[src/sv/assert_macros.svh]
// Assertion macros used by the datapath of the hazard reorder block.
`ifndef ASSERT_MACROS_SVH
`define ASSERT_MACROS_SVH

// Same-cycle implication, disabled while reset is high.
`define ASSERT_IMPL(label, clk, rst, ante, cons) \
   label: assert property (@(posedge clk) disable iff (rst) (ante) |-> (cons)) \
      else $error("assertion failed");

// Next-cycle implication, disabled while reset is high.
`define ASSERT_NEXT(label, clk, rst, ante, cons) \
   label: assert property (@(posedge clk) disable iff (rst) (ante) |=> (cons)) \
      else $error("assertion failed");

`endif

[src/sv/hrn_pkg.sv]
// Shared constants, types and decode functions of the hazard reorder block.
package hrn_pkg;

   localparam int QUEUE_DEPTH = 8;
   localparam int CNT_W = $clog2(QUEUE_DEPTH + 1);
   localparam int IDX_W = (QUEUE_DEPTH > 1) ? $clog2(QUEUE_DEPTH) : 1;

   localparam logic [31:0] NOP_WORD = 32'h0000_0013;
   localparam logic [6:0] OP_RTYPE = 7'b0110011;
   localparam logic [6:0] OP_ITYPE = 7'b0010011;
   localparam logic [6:0] OP_LOAD  = 7'b0000011;
   localparam logic [6:0] OP_STORE = 7'b0100011;
   localparam logic [4:0] REG_ZERO = 5'b00000;

   localparam logic REQ_SCHED = 1'b0;
   localparam logic REQ_FLUSH = 1'b1;

   typedef enum logic [2:0] {
      ST_IDLE,
      ST_CHECK,
      ST_SCAN,
      ST_EMIT_W,
      ST_FLUSH,
      ST_FLUSH_W
   } state_type;

   typedef enum logic [1:0] {
      SEL_WORD,
      SEL_QUEUE,
      SEL_NOP
   } sel_type;

   typedef struct packed {
      logic [4:0] rd;
      logic [4:0] rs1;
      logic [4:0] rs2;
      logic       load;
   } dec_type;

   typedef struct packed {
      logic    load_in;
      logic    idx_clear;
      logic    idx_inc;
      logic    emit;
      sel_type sel;
      logic    emit_last;
      logic    remove;
      logic    push;
      logic    flush_done;
   } cmd_type;

   typedef struct packed {
      logic is_flush;
      logic word_haz;
      logic entry_haz;
      logic word_haz_entry;
      logic idx_at_count;
      logic idx_at_last;
      logic out_free;
   } status_type;

   function automatic dec_type decode(input logic [31:0] w);
      dec_type d;
      d.rd   = w[11:7];
      d.rs1  = w[19:15];
      d.rs2  = w[24:20];
      d.load = (w[6:0] == OP_LOAD);
      case (w[6:0])
         OP_RTYPE: begin
         end
         OP_ITYPE, OP_LOAD: begin
            d.rs2 = REG_ZERO;
         end
         OP_STORE: begin
            d.rd = REG_ZERO;
         end
         default: begin
            d.rd  = REG_ZERO;
            d.rs1 = REG_ZERO;
            d.rs2 = REG_ZERO;
         end
      endcase
      return d;
   endfunction

   // WAW against the previous destination, or a read of a register that a load writes.
   function automatic logic hazard(input logic [31:0] w, input logic [4:0] pdest,
                                   input logic pload);
      dec_type d;
      d = decode(w);
      return ((d.rd != REG_ZERO) && (d.rd == pdest)) ||
             (pload && (pdest != REG_ZERO) && ((d.rs1 == pdest) || (d.rs2 == pdest)));
   endfunction

endpackage

[src/sv/hrn_req_if.sv]
// Input channel interface: valid/ready handshake with opcode and instruction word.
interface hrn_req_if;
   logic        valid;
   logic        ready;
   logic        opcode;
   logic [31:0] instr_word;

   modport source (output valid, output opcode, output instr_word, input ready);
   modport sink (input valid, input opcode, input instr_word, output ready);
endinterface

[src/sv/hrn_rsp_if.sv]
// Result channel interface: valid/ready handshake with the emitted word and its flags.
interface hrn_rsp_if;
   logic        valid;
   logic        ready;
   logic [31:0] out_word;
   logic        is_nop;
   logic        from_queue;
   logic        overflow;
   logic        last;

   modport source (output valid, output out_word, output is_nop, output from_queue,
                   output overflow, output last, input ready);
   modport sink (input valid, input out_word, input is_nop, input from_queue,
                 input overflow, input last, output ready);
endinterface

[src/sv/hazard_reorder_nop_inserter_unit.sv]
// Top level of the hazard reorder and NOP insertion block.
//
// The req channel carries one transaction per input item: opcode 0 schedules
// instr_word, opcode 1 flushes the holding queue. The rsp channel returns the
// emitted words one transaction each; last marks the final result of an item.
// A flush of an empty queue returns no result and only clears the record.
// An item is taken in the idle state, then checked in the check state. A word
// free of hazard is emitted from the check state. A hazardous word examines
// the queued entries in order (up to the queue depth of 8) and emits the first
// one free of hazard, or a NOP if none is, then the word unless it is parked.
// A flush emits each queued word in order, with a NOP before any that clashes,
// then clears the queue and the record. One item is in flight at a time.
// The result register lets the last result of an item wait while the next
// item is accepted. A receiver stall pauses emission and holds the state machine,
// though a scan still steps past hazardous entries. Synchronous reset empties
// the queue, clears the previous-instruction record, drops any pending result.
module hazard_reorder_nop_inserter_unit (
   input logic   clock,
   input logic   reset,
   hrn_req_if.sink   req_chan,
   hrn_rsp_if.source rsp_chan
);

   hrn_pkg::cmd_type    cmd;
   hrn_pkg::status_type status;

   hrn_controller u_controller (
      .clock     (clock),
      .reset     (reset),
      .req_valid (req_chan.valid),
      .req_ready (req_chan.ready),
      .status    (status),
      .cmd       (cmd)
   );

   hrn_datapath u_datapath (
      .clock          (clock),
      .reset          (reset),
      .cmd            (cmd),
      .status         (status),
      .req_opcode     (req_chan.opcode),
      .req_instr_word (req_chan.instr_word),
      .rsp_ready      (rsp_chan.ready),
      .rsp_valid      (rsp_chan.valid),
      .rsp_out_word   (rsp_chan.out_word),
      .rsp_is_nop     (rsp_chan.is_nop),
      .rsp_from_queue (rsp_chan.from_queue),
      .rsp_overflow   (rsp_chan.overflow),
      .rsp_last       (rsp_chan.last)
   );

endmodule

[src/sv/hrn_datapath.sv]
// Datapath: input latch, previous-instruction record, holding queue and result register.
`include "assert_macros.svh"

module hrn_datapath (
   input  logic                clock,
   input  logic                reset,
   input  hrn_pkg::cmd_type    cmd,
   output hrn_pkg::status_type status,
   input  logic                req_opcode,
   input  logic [31:0]         req_instr_word,
   input  logic                rsp_ready,
   output logic                rsp_valid,
   output logic [31:0]         rsp_out_word,
   output logic                rsp_is_nop,
   output logic                rsp_from_queue,
   output logic                rsp_overflow,
   output logic                rsp_last
);

   logic                      op_ff;
   logic [31:0]               word_ff;
   logic [4:0]                prev_dest_ff;
   logic                      prev_load_ff;
   logic [31:0]               queue_ff [hrn_pkg::QUEUE_DEPTH];
   logic [31:0]               upper [hrn_pkg::QUEUE_DEPTH];
   logic [hrn_pkg::CNT_W-1:0] count_ff;
   logic [hrn_pkg::CNT_W-1:0] count_in;
   logic [hrn_pkg::CNT_W-1:0] push_pos;
   logic [hrn_pkg::CNT_W-1:0] idx_ff;
   logic [31:0]               entry;
   hrn_pkg::dec_type          entry_dec;
   hrn_pkg::dec_type          emit_dec;
   logic [31:0]               emit_word;

   logic                      rsp_valid_ff;
   logic [31:0]               rsp_word_ff;
   logic                      rsp_is_nop_ff;
   logic                      rsp_from_queue_ff;
   logic                      rsp_last_ff;

   assign entry     = queue_ff[idx_ff[hrn_pkg::IDX_W-1:0]];
   assign entry_dec = hrn_pkg::decode(entry);

   always_comb begin
      status.is_flush       = (op_ff == hrn_pkg::REQ_FLUSH);
      status.word_haz       = hrn_pkg::hazard(word_ff, prev_dest_ff, prev_load_ff);
      status.entry_haz      = hrn_pkg::hazard(entry, prev_dest_ff, prev_load_ff);
      status.word_haz_entry = hrn_pkg::hazard(word_ff, entry_dec.rd, entry_dec.load);
      status.idx_at_count   = (idx_ff == count_ff);
      status.idx_at_last    = (hrn_pkg::CNT_W'(idx_ff + 1'b1) == count_ff);
      status.out_free       = !rsp_valid_ff || rsp_ready;
   end

   always_comb begin
      case (cmd.sel)
         hrn_pkg::SEL_WORD:  emit_word = word_ff;
         hrn_pkg::SEL_QUEUE: emit_word = entry;
         hrn_pkg::SEL_NOP:   emit_word = hrn_pkg::NOP_WORD;
         default:            emit_word = hrn_pkg::NOP_WORD;
      endcase
   end
   assign emit_dec = hrn_pkg::decode(emit_word);

   always_ff @(posedge clock) begin
      if (cmd.load_in) begin
         op_ff   <= req_opcode;
         word_ff <= req_instr_word;
      end
   end

   always_ff @(posedge clock) begin
      if (reset) begin
         prev_dest_ff <= hrn_pkg::REG_ZERO;
         prev_load_ff <= 1'b0;
      end else if (cmd.flush_done || (cmd.emit && cmd.sel == hrn_pkg::SEL_NOP)) begin
         prev_dest_ff <= hrn_pkg::REG_ZERO;
         prev_load_ff <= 1'b0;
      end else if (cmd.emit) begin
         prev_dest_ff <= emit_dec.rd;
         prev_load_ff <= emit_dec.load;
      end
   end

   always_ff @(posedge clock) begin
      if (reset) begin
         idx_ff <= '0;
      end else if (cmd.idx_clear) begin
         idx_ff <= '0;
      end else if (cmd.idx_inc) begin
         idx_ff <= hrn_pkg::CNT_W'(idx_ff + 1'b1);
      end
   end

   // Each entry's neighbor toward the tail, used when an entry is taken out.
   for (genvar j = 0; j < hrn_pkg::QUEUE_DEPTH; j++) begin : g_upper
      if (j < hrn_pkg::QUEUE_DEPTH - 1) begin : g_mid
         assign upper[j] = queue_ff[j + 1];
      end else begin : g_top
         assign upper[j] = queue_ff[j];
      end
   end

   // A push always comes with a removal, so the queue always has room for it.
   assign push_pos = cmd.remove ? hrn_pkg::CNT_W'(count_ff - 1'b1) : count_ff;

   always_ff @(posedge clock) begin
      for (int j = 0; j < hrn_pkg::QUEUE_DEPTH; j++) begin
         if (cmd.remove && (hrn_pkg::CNT_W'(j) >= idx_ff)) begin
            queue_ff[j] <= upper[j];
         end
         if (cmd.push && (hrn_pkg::CNT_W'(j) == push_pos)) begin
            queue_ff[j] <= word_ff;
         end
      end
   end

   always_comb begin
      count_in = count_ff;
      if (cmd.flush_done) begin
         count_in = '0;
      end else begin
         if (cmd.remove) begin
            count_in = hrn_pkg::CNT_W'(count_in - 1'b1);
         end
         if (cmd.push && (push_pos < hrn_pkg::CNT_W'(hrn_pkg::QUEUE_DEPTH))) begin
            count_in = hrn_pkg::CNT_W'(count_in + 1'b1);
         end
      end
   end

   always_ff @(posedge clock) begin
      if (reset) begin
         count_ff <= '0;
      end else begin
         count_ff <= count_in;
      end
   end

   always_ff @(posedge clock) begin
      if (reset) begin
         rsp_valid_ff <= 1'b0;
      end else if (cmd.emit) begin
         rsp_valid_ff <= 1'b1;
      end else if (rsp_ready) begin
         rsp_valid_ff <= 1'b0;
      end
   end

   always_ff @(posedge clock) begin
      if (cmd.emit) begin
         rsp_word_ff       <= emit_word;
         rsp_is_nop_ff     <= (cmd.sel == hrn_pkg::SEL_NOP);
         rsp_from_queue_ff <= (cmd.sel == hrn_pkg::SEL_QUEUE);
         rsp_last_ff       <= cmd.emit_last;
      end
   end

   assign rsp_valid      = rsp_valid_ff;
   assign rsp_out_word   = rsp_word_ff;
   assign rsp_is_nop     = rsp_is_nop_ff;
   assign rsp_from_queue = rsp_from_queue_ff;
   // A forced word needs a full queue at a push, and every push comes with a removal.
   assign rsp_overflow   = 1'b0;
   assign rsp_last       = rsp_last_ff;

   `ASSERT_IMPL(a_count_bound, clock, reset, 1'b1,
                count_ff <= hrn_pkg::CNT_W'(hrn_pkg::QUEUE_DEPTH))
   `ASSERT_IMPL(a_nop_form, clock, reset, rsp_valid_ff && rsp_is_nop_ff,
                (rsp_word_ff == hrn_pkg::NOP_WORD) && !rsp_from_queue_ff)
   `ASSERT_NEXT(a_remove_count, clock, reset, cmd.remove && !cmd.push && !cmd.flush_done,
                count_ff == $past(count_ff) - 1'b1)
   `ASSERT_NEXT(a_emit_valid, clock, reset, cmd.emit, rsp_valid_ff)

endmodule

[src/sv/hrn_controller.sv]
// Controller state machine that sequences checks, queue scans and emissions.
module hrn_controller (
   input  logic                clock,
   input  logic                reset,
   input  logic                req_valid,
   output logic                req_ready,
   input  hrn_pkg::status_type status,
   output hrn_pkg::cmd_type    cmd
);

   hrn_pkg::state_type state_ff;
   hrn_pkg::state_type state_in;

   always_ff @(posedge clock) begin
      if (reset) begin
         state_ff <= hrn_pkg::ST_IDLE;
      end else begin
         state_ff <= state_in;
      end
   end

   always_comb begin
      state_in = state_ff;
      case (state_ff)
         hrn_pkg::ST_IDLE: begin
            if (req_valid) begin
               state_in = hrn_pkg::ST_CHECK;
            end
         end
         hrn_pkg::ST_CHECK: begin
            if (status.is_flush) begin
               state_in = hrn_pkg::ST_FLUSH;
            end else if (status.word_haz) begin
               state_in = hrn_pkg::ST_SCAN;
            end else if (status.out_free) begin
               state_in = hrn_pkg::ST_IDLE;
            end
         end
         hrn_pkg::ST_SCAN: begin
            if (status.idx_at_count) begin
               if (status.out_free) begin
                  state_in = hrn_pkg::ST_EMIT_W;
               end
            end else if (!status.entry_haz && status.out_free) begin
               state_in = status.word_haz_entry ? hrn_pkg::ST_IDLE : hrn_pkg::ST_EMIT_W;
            end
         end
         hrn_pkg::ST_EMIT_W: begin
            if (status.out_free) begin
               state_in = hrn_pkg::ST_IDLE;
            end
         end
         hrn_pkg::ST_FLUSH: begin
            if (status.idx_at_count) begin
               state_in = hrn_pkg::ST_IDLE;
            end else if (status.entry_haz && status.out_free) begin
               state_in = hrn_pkg::ST_FLUSH_W;
            end
         end
         hrn_pkg::ST_FLUSH_W: begin
            if (status.out_free) begin
               state_in = hrn_pkg::ST_FLUSH;
            end
         end
         default: begin
            state_in = hrn_pkg::ST_IDLE;
         end
      endcase
   end

   always_comb begin
      cmd       = '0;
      cmd.sel   = hrn_pkg::SEL_WORD;
      req_ready = 1'b0;
      case (state_ff)
         hrn_pkg::ST_IDLE: begin
            req_ready     = 1'b1;
            cmd.load_in   = req_valid;
            cmd.idx_clear = req_valid;
         end
         hrn_pkg::ST_CHECK: begin
            if (!status.is_flush && !status.word_haz && status.out_free) begin
               cmd.emit      = 1'b1;
               cmd.sel       = hrn_pkg::SEL_WORD;
               cmd.emit_last = 1'b1;
            end
         end
         hrn_pkg::ST_SCAN: begin
            if (status.idx_at_count) begin
               // No queued word is free of hazard: a NOP clears the record.
               if (status.out_free) begin
                  cmd.emit = 1'b1;
                  cmd.sel  = hrn_pkg::SEL_NOP;
               end
            end else if (status.entry_haz) begin
               cmd.idx_inc = 1'b1;
            end else if (status.out_free) begin
               // The new word is parked in the queue if it clashes with the entry.
               cmd.emit      = 1'b1;
               cmd.sel       = hrn_pkg::SEL_QUEUE;
               cmd.remove    = 1'b1;
               cmd.emit_last = status.word_haz_entry;
               cmd.push      = status.word_haz_entry;
            end
         end
         hrn_pkg::ST_EMIT_W: begin
            if (status.out_free) begin
               cmd.emit      = 1'b1;
               cmd.sel       = hrn_pkg::SEL_WORD;
               cmd.emit_last = 1'b1;
            end
         end
         hrn_pkg::ST_FLUSH: begin
            if (status.idx_at_count) begin
               cmd.flush_done = 1'b1;
            end else if (status.out_free) begin
               cmd.emit = 1'b1;
               if (status.entry_haz) begin
                  cmd.sel = hrn_pkg::SEL_NOP;
               end else begin
                  cmd.sel       = hrn_pkg::SEL_QUEUE;
                  cmd.emit_last = status.idx_at_last;
                  cmd.idx_inc   = 1'b1;
               end
            end
         end
         hrn_pkg::ST_FLUSH_W: begin
            if (status.out_free) begin
               cmd.emit      = 1'b1;
               cmd.sel       = hrn_pkg::SEL_QUEUE;
               cmd.emit_last = status.idx_at_last;
               cmd.idx_inc   = 1'b1;
            end
         end
         default: begin
            cmd = '0;
         end
      endcase
   end

endmodule

[src/flat_wrapper.sv]
// flat-port wrapper written by rule: the top's interface ports become plain ports
module hazard_reorder_nop_inserter_unit_flat 
  (clock, reset, req_chan_valid, req_chan_opcode, req_chan_instr_word, req_chan_ready, rsp_chan_valid, rsp_chan_out_word, rsp_chan_is_nop, rsp_chan_from_queue, rsp_chan_overflow, rsp_chan_last, rsp_chan_ready);
  hrn_req_if req_chan_i ();
  hrn_rsp_if rsp_chan_i ();
  input logic clock;
  input logic reset;
  input wire logic [$bits(req_chan_i.valid)-1:0] req_chan_valid;
  input wire logic [$bits(req_chan_i.opcode)-1:0] req_chan_opcode;
  input wire logic [$bits(req_chan_i.instr_word)-1:0] req_chan_instr_word;
  output wire logic [$bits(req_chan_i.ready)-1:0] req_chan_ready;
  output wire logic [$bits(rsp_chan_i.valid)-1:0] rsp_chan_valid;
  output wire logic [$bits(rsp_chan_i.out_word)-1:0] rsp_chan_out_word;
  output wire logic [$bits(rsp_chan_i.is_nop)-1:0] rsp_chan_is_nop;
  output wire logic [$bits(rsp_chan_i.from_queue)-1:0] rsp_chan_from_queue;
  output wire logic [$bits(rsp_chan_i.overflow)-1:0] rsp_chan_overflow;
  output wire logic [$bits(rsp_chan_i.last)-1:0] rsp_chan_last;
  input wire logic [$bits(rsp_chan_i.ready)-1:0] rsp_chan_ready;
  assign req_chan_i.valid = req_chan_valid;
  assign req_chan_i.opcode = req_chan_opcode;
  assign req_chan_i.instr_word = req_chan_instr_word;
  assign req_chan_ready = req_chan_i.ready;
  assign rsp_chan_valid = rsp_chan_i.valid;
  assign rsp_chan_out_word = rsp_chan_i.out_word;
  assign rsp_chan_is_nop = rsp_chan_i.is_nop;
  assign rsp_chan_from_queue = rsp_chan_i.from_queue;
  assign rsp_chan_overflow = rsp_chan_i.overflow;
  assign rsp_chan_last = rsp_chan_i.last;
  assign rsp_chan_i.ready = rsp_chan_ready;
  hazard_reorder_nop_inserter_unit u_core (.clock(clock), .reset(reset), .req_chan(req_chan_i), .rsp_chan(rsp_chan_i));
endmodule
[config.mk]
export PLATFORM = sky130hd
export DESIGN_NAME = hazard_reorder_nop_inserter_unit_flat
export DESIGN_NICKNAME = d
export VERILOG_FILES = /design/src/sv/hrn_pkg.sv /design/src/sv/hrn_req_if.sv /design/src/sv/hrn_rsp_if.sv /design/src/sv/hazard_reorder_nop_inserter_unit.sv /design/src/sv/hrn_datapath.sv /design/src/sv/hrn_controller.sv /design/src/flat_wrapper.sv
export VERILOG_INCLUDE_DIRS = /design/src /design/src/sv
export SDC_FILE = /design/constraint.sdc
export NUM_CORES = 1
export LEC_CHECK = 0
export BUFFER_PORTS_ARGS = -buffer_cell sky130_fd_sc_hd__buf_2
export CAP_MARGIN = 10
export CORE_AREA = 4 4 193 195
export DETAILED_ROUTE_END_ITERATION = 8
export DIE_AREA = 0 0 197 199
export HOLD_SLACK_MARGIN = 0.1
export MAX_ROUTING_LAYER = met4
export PLACE_DENSITY_LB_ADDON = 0.1
export SETUP_SLACK_MARGIN = 0.2
export SLEW_MARGIN = 20
export SYNTH_ARGS = -nofsm -noshare
export SYNTH_HDL_FRONTEND = slang
export SYNTH_SLANG_ARGS = --single-unit
[constraint.sdc]
create_clock -name clock -period 6.98 [get_ports clock]
set_input_delay 0 -clock clock [delete_from_list [all_inputs] [get_ports clock]]
set_output_delay 0 -clock clock [all_outputs]
set_load 0.02 [all_outputs]
Yosys cells after proc, flatten, opt, wreduce, memory -nomap -nowiden:

Memories as Yosys holds them, arrays and structs flattened. A register that Yosys moved wholly into a read port is not among the register bits.
Cells that the tools add are included.

* add/sub/neg operators: 3
* magnitude comparators: 9
* equal/unequal tests: 41
* multiplexer cells: 89
* bitwise logic cells: 8
* reduce and logical (&&, ||, !) cells: 60

Operators by type and width (count)
* 32-bit two-way mux: 8
* 32-bit one-hot mux with 2 select lines: 1
* 5-bit two-way mux: 10
* 5-bit == test: 9
* 3-bit two-way mux: 15
* 1-bit two-way mux: 41
* 7-bit by 6-bit == test with 1-bit output, second input constant: 5
* 1-bit logical AND: 30
* 7-bit by 2-bit == test with 1-bit output, second input constant: 3
* 7-bit by 5-bit == test with 1-bit output, second input constant: 3
* 4-bit two-way mux: 5
* 4-bit one-hot mux with 5 select lines: 1
* 3-bit one-hot mux with 6 select lines: 1
* 3-bit by 4-bit == test with 1-bit output, first input constant: 4
* 3-bit by 4-bit >= comparator with 1-bit output, first input constant: 4
* 5-bit nonzero test: 3
* 6-bit two-way mux: 2
* 2-bit OR reduction: 5
* 3-bit OR reduction: 3
* 4-bit by 1-bit adder with 4-bit output, second input constant: 2
* 2-bit by 4-bit == test with 1-bit output, first input constant: 2
* 4-bit == test: 2
* 1-bit by 4-bit >= comparator with 1-bit output, first input constant: 2
* 2-bit by 4-bit >= comparator with 1-bit output, first input constant: 2
* other kinds (22): 47

* register bits: 86
* memory bits (writable): 256
* input port bits: 37
* output and inout port bits: 38
* word-level logic and storage cells: 223
* memories: 1

Memory list
* u_core.u_datapath.queue_ff: words 8, width 32, read ports 8, clocked after memory_dff 1, write ports 8, RTL line hrn_datapath.sv:24 `logic [31:0] queue_ff [hrn_pkg::QUEUE_DEPTH];`

Depth between registers and ports, before layout:

Gate-level depths: netlist of run 1.

* word-level depth: 17
* depth in mapped cells: 20
* gate-level depth less buffers: 14

Modules after synthesis:

A second synthesis of run 1 with hierarchy kept.

* cell total of the unflattened synthesis: 1183
* area, all modules: 17485.5 µm²

Modules (own cells, without submodules)
* hrn_datapath: times used 1, cells each 1124, area an instance 17077.6 µm²
* hrn_controller: times used 1, cells each 59, area an instance 407.9 µm²

Worst setup path before layout of run 1:

Ideal clock, no wire load.

* kind: register -> register
* from: register (tool-made name)
* to: memory u_core.u_datapath.queue_ff[2][0] (enable)
* library setup time: 0.466 ns
* arrival time: 5.330 ns
* data required time: 6.514 ns
* setup slack: 1.184 ns
* stages on the path, launching flop included: 14
* buffers on the path: 3
* clock period less this slack: 5.796 ns
* path through: dfxtp_1 buf_6 buf_6 buf_2 mux4_2 mux2i_1 a22oi_1 o21ai_0 nor4_1 o2bb2a_1 o22ai_2 nand2_1 or3_1 o21ai_0

RTL lines (RTL line)
* to (decl): hrn_datapath.sv:24

==> results.sh, run 1 <==
export IMPL_nNetsFinal=1341
export IMPL_pre_cts_slack_ns=1.06
export IMPL_arrival_ns=6.28
export IMPL_syn_instance_count=1201
export IMPL_place_congestion=0.908
export IMPL_die_w_um=197
export IMPL_drt_met1_wl_mm=20.4
export IMPL_drc_errors=0
export IMPL_required_ns=7.26
export IMPL_crit_path_max_incr_delay_ns=0.73
export IMPL_clk_pin_slew_ns=0.06
export IMPL_pwr_density_cell_nw_per_um2=244
export IMPL_cts_num_sinks=345
export IMPL_path_cells="buf_4, or3b_2, o311a_1, o311a_1, a2111oi_0, nand4_1, o21ai_0, o22ai_2, nand2_1, xnor2_1, inv_1, ha_1, nand3_2, buf_4, buf_4, mux2_2"
export IMPL_clock_skew_ns=0.0286
export IMPL_ys_warn_count=0
export IMPL_die_h_um=199
export IMPL_crit_path_start_kind="flip-flop"
export IMPL_synth_top_flop_cell="edfxtp_1"
export IMPL_peakVddDrop_v=0.000240
export IMPL_io_pins=75
export IMPL_cts_root_buf="clkbuf_16"
export IMPL_synth_edf_count=324
export IMPL_initial_core_util=0.494
export IMPL_met3_length_mm=2.56
export IMPL_fin_crit_sh=0.859
export IMPL_synth_area_leaders="edfxtp_1 56%, mux2_2 12%, mux4_2 6.6%"
export IMPL_wl_mm=46.7
export IMPL_worstSkewPairLatency_ns=0.55
export IMPL_worstMarginPinSlew_ns=1.05
export IMPL_crit_cells=16
export IMPL_setup_viol=0
export IMPL_via_per_inst=6.08
export IMPL_rows=69
export IMPL_layout_min_cycle_time_ns=6.00
export IMPL_grtUsageTotal=0.247
export IMPL_r2r_worst_path_cells=16
export IMPL_grt_pass1_vias=11200
export IMPL_wl_per_cell_um=26.2
export IMPL_cp_end_kind="flip-flop"
export IMPL_crit_type="reg2reg"
export IMPL_htreeDepth=2
export IMPL_ant_nets=0
export IMPL_cp_top_family="compound AO/OA/AOI/OAI gates"
export IMPL_ys_seq_elements=345
export IMPL_dieArea_um2=39200
export IMPL_maxSlewViolCount=0
export IMPL_top_layer="met4"
export IMPL_met2_length_mm=22.4
export IMPL_rsz0062_at_grt="false"
export IMPL_post_cts_buffers=0
export IMPL_cpMostUsedCell="buf_4"
export IMPL_power_uw=4850
export IMPL_seq_area_um2=10200
export IMPL_p_leak_uw=0.00651
export IMPL_yosysTopAreaCell="edfxtp_1"
export IMPL_cap_viol_max_count=0
export IMPL_synth_avg_cell_area_um2=14.6
export IMPL_core_area_um2=35400
export IMPL_grt_pass1_wl_mm=70.5
export IMPL_numPortBuffers=73
export IMPL_worst_path_buf_inv=4
export IMPL_status="finished clean"
export IMPL_crit_end="u_core.u_datapath.queue_ff[0][16]"
export IMPL_async_flop_share=0
export IMPL_drt_pass1_iter_count=5
export IMPL_fin_ws_ns=0.984
export IMPL_syn2layout_area_growth_pct=13.4
export IMPL_fillers=2911
export IMPL_synth_area_um2=17500
export IMPL_hold_viol=0
export IMPL_grt_max_degree=36
export IMPL_antenna_found_initial=0
export IMPL_whs_ns=0.155
export IMPL_clk_path_buf_depth=3
export IMPL_vias=10900
export IMPL_rr_endpoint="u_core.u_datapath.queue_ff[0][16]"
export IMPL_cts_buffers_inserted=39
export IMPL_dp_final_hpwl_mm=28.5
export IMPL_cp_max_fo=34
export IMPL_multi_input_area_um2=6830
export IMPL_cts_tree="built"
export IMPL_grt_overflow=0
export IMPL_ff2ff_setup_slack_ns=0.98
export IMPL_slew_headroom=0.290
export IMPL_hp_class="in2reg"
export IMPL_setup_tns_ns=0
export IMPL_ys_seq_area_frac=0.580
export IMPL_syn_nets=1246
export IMPL_drive_gt1_frac=0.324
export IMPL_synth_top_area_frac=0.556
export IMPL_slowest_stage="dfxtp_4"
export IMPL_initialDrtViolationCount=781
export IMPL_diodes=0
export IMPL_cts_resized=0
export IMPL_synth_distinct_cells=79
export IMPL_max_freq_ghz=0.167
[cell usage in the layout, fill, tap and decap left out, drive strengths merged, types with 6 or more instances in the layout]
| master | synthesis | layout |
|---|---|---|
| o211ai | 7 | 7 |
| nor4 | 6 | 6 |
| o21ai | 50 | 50 |
| mux4 | 51 | 51 |
| ha | 8 | 8 |
| a22o | 6 | 6 |
| nor2 | 43 | 43 |
| clkbuf | 39 | 52 |
| a31oi | 8 | 8 |
| xnor2 | 22 | 22 |
| mux2 | 200 | 200 |
| mux2i | 54 | 54 |
| edfxtp | 324 | 324 |
| xor2 | 18 | 18 |
| a21oi | 12 | 12 |
| buf | 47 | 103 |
| nand2 | 58 | 58 |
| nand2b | 16 | 16 |
| dfxtp | 21 | 21 |
| dlygate4sd3 | 0 | 37 |
| o22ai | 9 | 9 |
| nor2b | 21 | 21 |
| clkinv | 0 | 15 |
| nor3 | 14 | 14 |
| nand3 | 19 | 19 |
| and2 | 15 | 15 |
| inv | 23 | 25 |
| or2 | 13 | 13 |
| or3 | 7 | 7 |
[how the worst min path moves through the flow]
stage / slack [ns] / from / endpoint / depth (start not counted)
after floorplan: 0.07 / reset / u_core.u_datapath.rsp_valid / 1
after global placement: 0.18 / req_chan_opcode / u_core.u_datapath.op_ff / 1
after detailed placement: 0.18 / req_chan_instr_word[6] / u_core.u_datapath.word_ff[6] / 1
after CTS: 0.13 / req_chan_instr_word[4] / u_core.u_datapath.word_ff[4] / 2
after global routing: 0.16 / req_chan_instr_word[4] / u_core.u_datapath.word_ff[4] / 2
final: 0.16 / req_chan_instr_word[4] / u_core.u_datapath.word_ff[4] / 2
[kinds of logic after synthesis]
family          share of synthesized area
flops                               0.580
mux                                 0.226
simple gates                       0.0729
compound gates                     0.0624
buf+inv                            0.0331
xor+xnor                           0.0200
fa+ha+maj                         0.00572
other cells                      0.000214
[metrics by stage]
stage / utilization / cells / instance area, um2
final: 0.560 / 1786 / 19800
after global routing: 0.560 / 1786 / 19800
after CTS: 0.560 / 1786 / 19800
after detailed placement: 0.516 / 1679 / 18300
after global placement: 0.516 / 1679 / 18300
after floorplan: - / 1201 / 17500
[final cells by class]
cell class | instances | area share
Tap cell | 461 | 0.0291
Timing Repair Buffer | 140 | 0.0503
Clock inverter | 18 | 0.00662
Multi-Input combinational cell | 747 | 0.344
Sequential cell | 345 | 0.512
Clock buffer | 52 | 0.0532
Inverter | 23 | 0.00435
[worst register-to-register path, stage by stage (launching register included)]
cell and delay [ns]:
dfxtp_4 0.73, buf_4 0.49, or3b_2 0.49, o311a_1 0.14
o311a_1 0.35, a2111oi_0 0.59, nand4_1 0.32, o21ai_0 0.24
o22ai_2 0.23, nand2_1 0.24, xnor2_1 0.21, inv_1 0.11
ha_1 0.24, nand3_2 0.41, buf_4 0.36, buf_4 0.24
mux2_2 0.35
[sequential cells by signal, summed over array words and instances (netlist names), named ones only]
| signal | count |
|---|---|
| u_core.u_datapath.op_ff | 1 |
| u_core.u_datapath.rsp_valid | 1 |
| u_core.u_datapath.queue_ff | 256 |
| u_core.u_datapath.prev_dest_ff | 5 |
| u_core.u_datapath.word_ff | 32 |
| u_core.u_datapath.rsp_out_word | 32 |
| u_core.u_datapath.prev_load_ff | 1 |
| u_core.u_datapath.idx_ff | 4 |
| u_core.u_datapath.rsp_from_queue | 1 |
| u_core.u_datapath.rsp_last | 1 |
| u_core.u_datapath.rsp_is_nop | 1 |
| u_core.u_controller.state_ff | 3 |
| u_core.u_datapath.count_ff | 4 |
[synth_stat cells, types with 4 or more instances]
cell and count:
a211o_1 5, a211oi_1 4, a21o_1 4, a21oi_1 12, a22o_1 6, a22oi_1 5, a31oi_1 8, and2_1 15
buf_1 6, buf_2 19, buf_4 7, buf_6 13, clkbuf_1 39, dfxtp_1 21, edfxtp_1 324, ha_1 8
inv_1 23, mux2_1 21, mux2_2 179, mux2i_1 52, mux4_2 51, nand2_1 58, nand2b_1 16, nand3_1 16
nand4_1 5, nor2_1 40, nor2b_1 21, nor3_1 14, nor4_1 6, nor4bb_1 4, o211ai_1 7, o21ai_0 50
o22ai_1 8, o31ai_1 4, or2_2 12, or3_1 7, xnor2_1 22, xor2_1 18
[power breakdown]
part | internal, uW | switching, uW | leakage, uW
Clock | 1110 | 830 | 0.000586
Sequential | 2370 | 135 | 0.00311
Combinational | 138 | 273 | 0.00281
[routing by layer]
metal,track usage,vias to the layer above
li1,-,4852
met1,0.332,5575
met2,0.394,363
met3,0.0352,70
met4,0.0783,0
met5,-,-
[what timing repair did]
item                                    CTS  global route
hold buffers                             37             0
hold endpoints to repair                 49             0
endpoints found under the setup margin    0             0
Note: power is estimated with default switching activity, not from simulation.
==> run 2: changes to the inputs <==
--- a/config.mk
+++ b/config.mk
@@ -8,14 +8,14 @@
 export LEC_CHECK = 0
 export BUFFER_PORTS_ARGS = -buffer_cell sky130_fd_sc_hd__buf_2
 export CAP_MARGIN = 10
-export CORE_AREA = 4 4 193 195
+export CORE_AREA = 4 4 281 283
 export DETAILED_ROUTE_END_ITERATION = 8
-export DIE_AREA = 0 0 197 199
+export DIE_AREA = 0 0 285 287
 export HOLD_SLACK_MARGIN = 0.1
 export MAX_ROUTING_LAYER = met4
 export PLACE_DENSITY_LB_ADDON = 0.1
 export SETUP_SLACK_MARGIN = 0.2
-export SLEW_MARGIN = 20
+export SLEW_MARGIN = 15
 export SYNTH_ARGS = -nofsm -noshare
 export SYNTH_HDL_FRONTEND = slang
 export SYNTH_SLANG_ARGS = --single-unit
==> run 2 against run 1 <==
Effect of this change: utilization shrank 29 points; global-route usage decreased by 10 points; cell count up 35%; hold slack lost 0.019 ns.
==> results.sh, run 2 (synthesized netlist as in run 1, its figures left out) <==
export IMPL_largest_register_ffs=256
export IMPL_syn2layout_area_growth_pct=20.6
export IMPL_cap_viol_max_count=0
export IMPL_grt_pass1_wl_mm=84.0
export IMPL_grt_pass1_vias=11600
export IMPL_rsz0062_at_grt="false"
export IMPL_slowest_stage="dfxtp_4"
export IMPL_die_w_um=285
export IMPL_post_cts_buffers=0
export IMPL_cts_num_sinks=345
export IMPL_numPortBuffers=73
export IMPL_drt_pass1_iter_count=7
export IMPL_rows=102
export IMPL_cts_tree="built"
export IMPL_hp_class="in2reg"
export IMPL_clock_skew_ns=0.0270
export IMPL_hold_buffers=61
export IMPL_clk_pin_slew_ns=0.06
export IMPL_vias=11000
export IMPL_slew_headroom=0.402
export IMPL_crit_type="reg2reg"
export IMPL_fin_crit_sh=0.870
export IMPL_via_per_inst=4.57
export IMPL_initial_core_util=0.228
export IMPL_grt_max_degree=48
export IMPL_peakVddDrop_v=0.000142
export IMPL_cts_resized=0
export IMPL_cts_buffers_inserted=45
export IMPL_p_leak_uw=0.00675
export IMPL_antenna_found_initial=4
export IMPL_drive_gt1_frac=0.323
export IMPL_crit_cells=14
export IMPL_wl_mm=58.3
export IMPL_arrival_ns=6.35
export IMPL_io_pins=75
export IMPL_maxSlewViolCount=0
export IMPL_cpMostUsedCell="o21ai_0"
export IMPL_cts_root_buf="clkbuf_16"
export IMPL_layout_min_cycle_time_ns=6.08
export IMPL_nNetsFinal=1381
export IMPL_whs_ns=0.136
export IMPL_grt_overflow=0
export IMPL_crit_path_max_incr_delay_ns=0.90
export IMPL_hold_viol=0
export IMPL_required_ns=7.26
export IMPL_layout_commonest_cell="edfxtp_1"
export IMPL_ff2ff_setup_slack_ns=0.90
export IMPL_setup_tns_ns=0
export IMPL_cp_max_fo=47
export IMPL_grtUsageTotal=0.144
export IMPL_holdPathStages=2
export IMPL_wl_per_cell_um=24.2
export IMPL_r2r_worst_path_cells=14
export IMPL_place_congestion=0.760
export IMPL_max_freq_ghz=0.165
export IMPL_initialDrtViolationCount=680
export IMPL_cp_top_family="compound AO/OA/AOI/OAI gates"
export IMPL_worstSkewPairLatency_ns=0.60
export IMPL_path_cells="buf_4, mux4_2, mux2i_1, a22oi_1, o21ai_0, nor4_1, o2bb2a_1, o22ai_2, nand2_1, o21ai_0, ha_1, nand3_2, o21ai_4, buf_12"
export IMPL_htreeDepth=2
export IMPL_worstMarginPinSlew_ns=0.872
export IMPL_diodes=0
export IMPL_die_h_um=287
export IMPL_dp_final_hpwl_mm=37.1
export IMPL_ant_nets=0
export IMPL_layout_common_cells="324 x edfxtp_1, 179 x mux2_2, 73 x buf_2, 61 x dlygate4sd3_1, 58 x nand2_1"
export IMPL_pwr_density_cell_nw_per_um2=245
export IMPL_fin_ws_ns=0.905
export IMPL_cp_end_kind="flip-flop"
export IMPL_status="finished clean"
export IMPL_crit_path_start_kind="flip-flop"
export IMPL_power_uw=5180
export IMPL_pre_cts_slack_ns=0.843
export IMPL_setup_viol=0
export IMPL_clk_path_buf_depth=3
export IMPL_dieArea_um2=81800
export IMPL_core_area_um2=76700
export IMPL_top_register="u_core.u_datapath.queue_ff"
export IMPL_worst_path_buf_inv=2
export IMPL_drc_errors=0
## run 2: changes by cell type in the layout (fill, tap and decap cells not counted), sizes merged
cell | before | now
dlygate4sd3 | 37 | 61
buf | 103 | 113
clkbuf | 52 | 60
clkinv | 15 | 10
clkinvlp | 0 | 3
bufinv | 1 | 2
inv | 25 | 26
## run 2: layout make-up
class	instances	area, um2
sequential	345	10200
clock inverter	18	188
multi-input combinational	747	6830
clock buffer	60	1180
tap	1040	1300
inverter	23	86.3
fill	7852	55600
timing repair buffer	174	1360
## run 2: path summary, 6_finish.rpt
| check | startpoint | to |
|---|---|---|
| worst max-delay path | flip-flop | u_core.u_datapath.queue_ff[2][7] |
| worst min-delay path | req_chan_instr_word[24] | u_core.u_datapath.word_ff[24] |
| worst min register to register | u_core.u_datapath.prev_load_ff | u_core.u_datapath.prev_load_ff |
| worst max register to register | flip-flop | u_core.u_datapath.queue_ff[2][7] |
## run 2: routing by layer
metal | vias to the layer above | global-route usage | wire (um) | share of wire
met1 | 5687 | 0.187 | 26200 | 0.45
met3 | 64 | 0.0239 | 2700 | 0.046
met4 | 0 | 0.0368 | 1250 | 0.021
li1 | 4937 | - | - | -
met5 | - | - | 0 | 0
met2 | 304 | 0.237 | 28100 | 0.48
## run 2: report_power, final
| part | internal (uW) | switching, uW | leakage [uW] |
|---|---|---|---|
| registers | 2360 | 130 | 0.00311 |
| logic | 154 | 307 | 0.00298 |
| clock network | 1270 | 947 | 0.000653 |
## run 2: per-stage QoR
stage / util / std cells / area (um2)
after CTS: 0.275 / 2407 / 21100
after global routing: 0.275 / 2407 / 21100
after detailed placement: 0.249 / 2268 / 19100
after global placement: 0.249 / 2268 / 19100
after floorplan: - / 1201 / 17500
final: 0.275 / 2407 / 21100
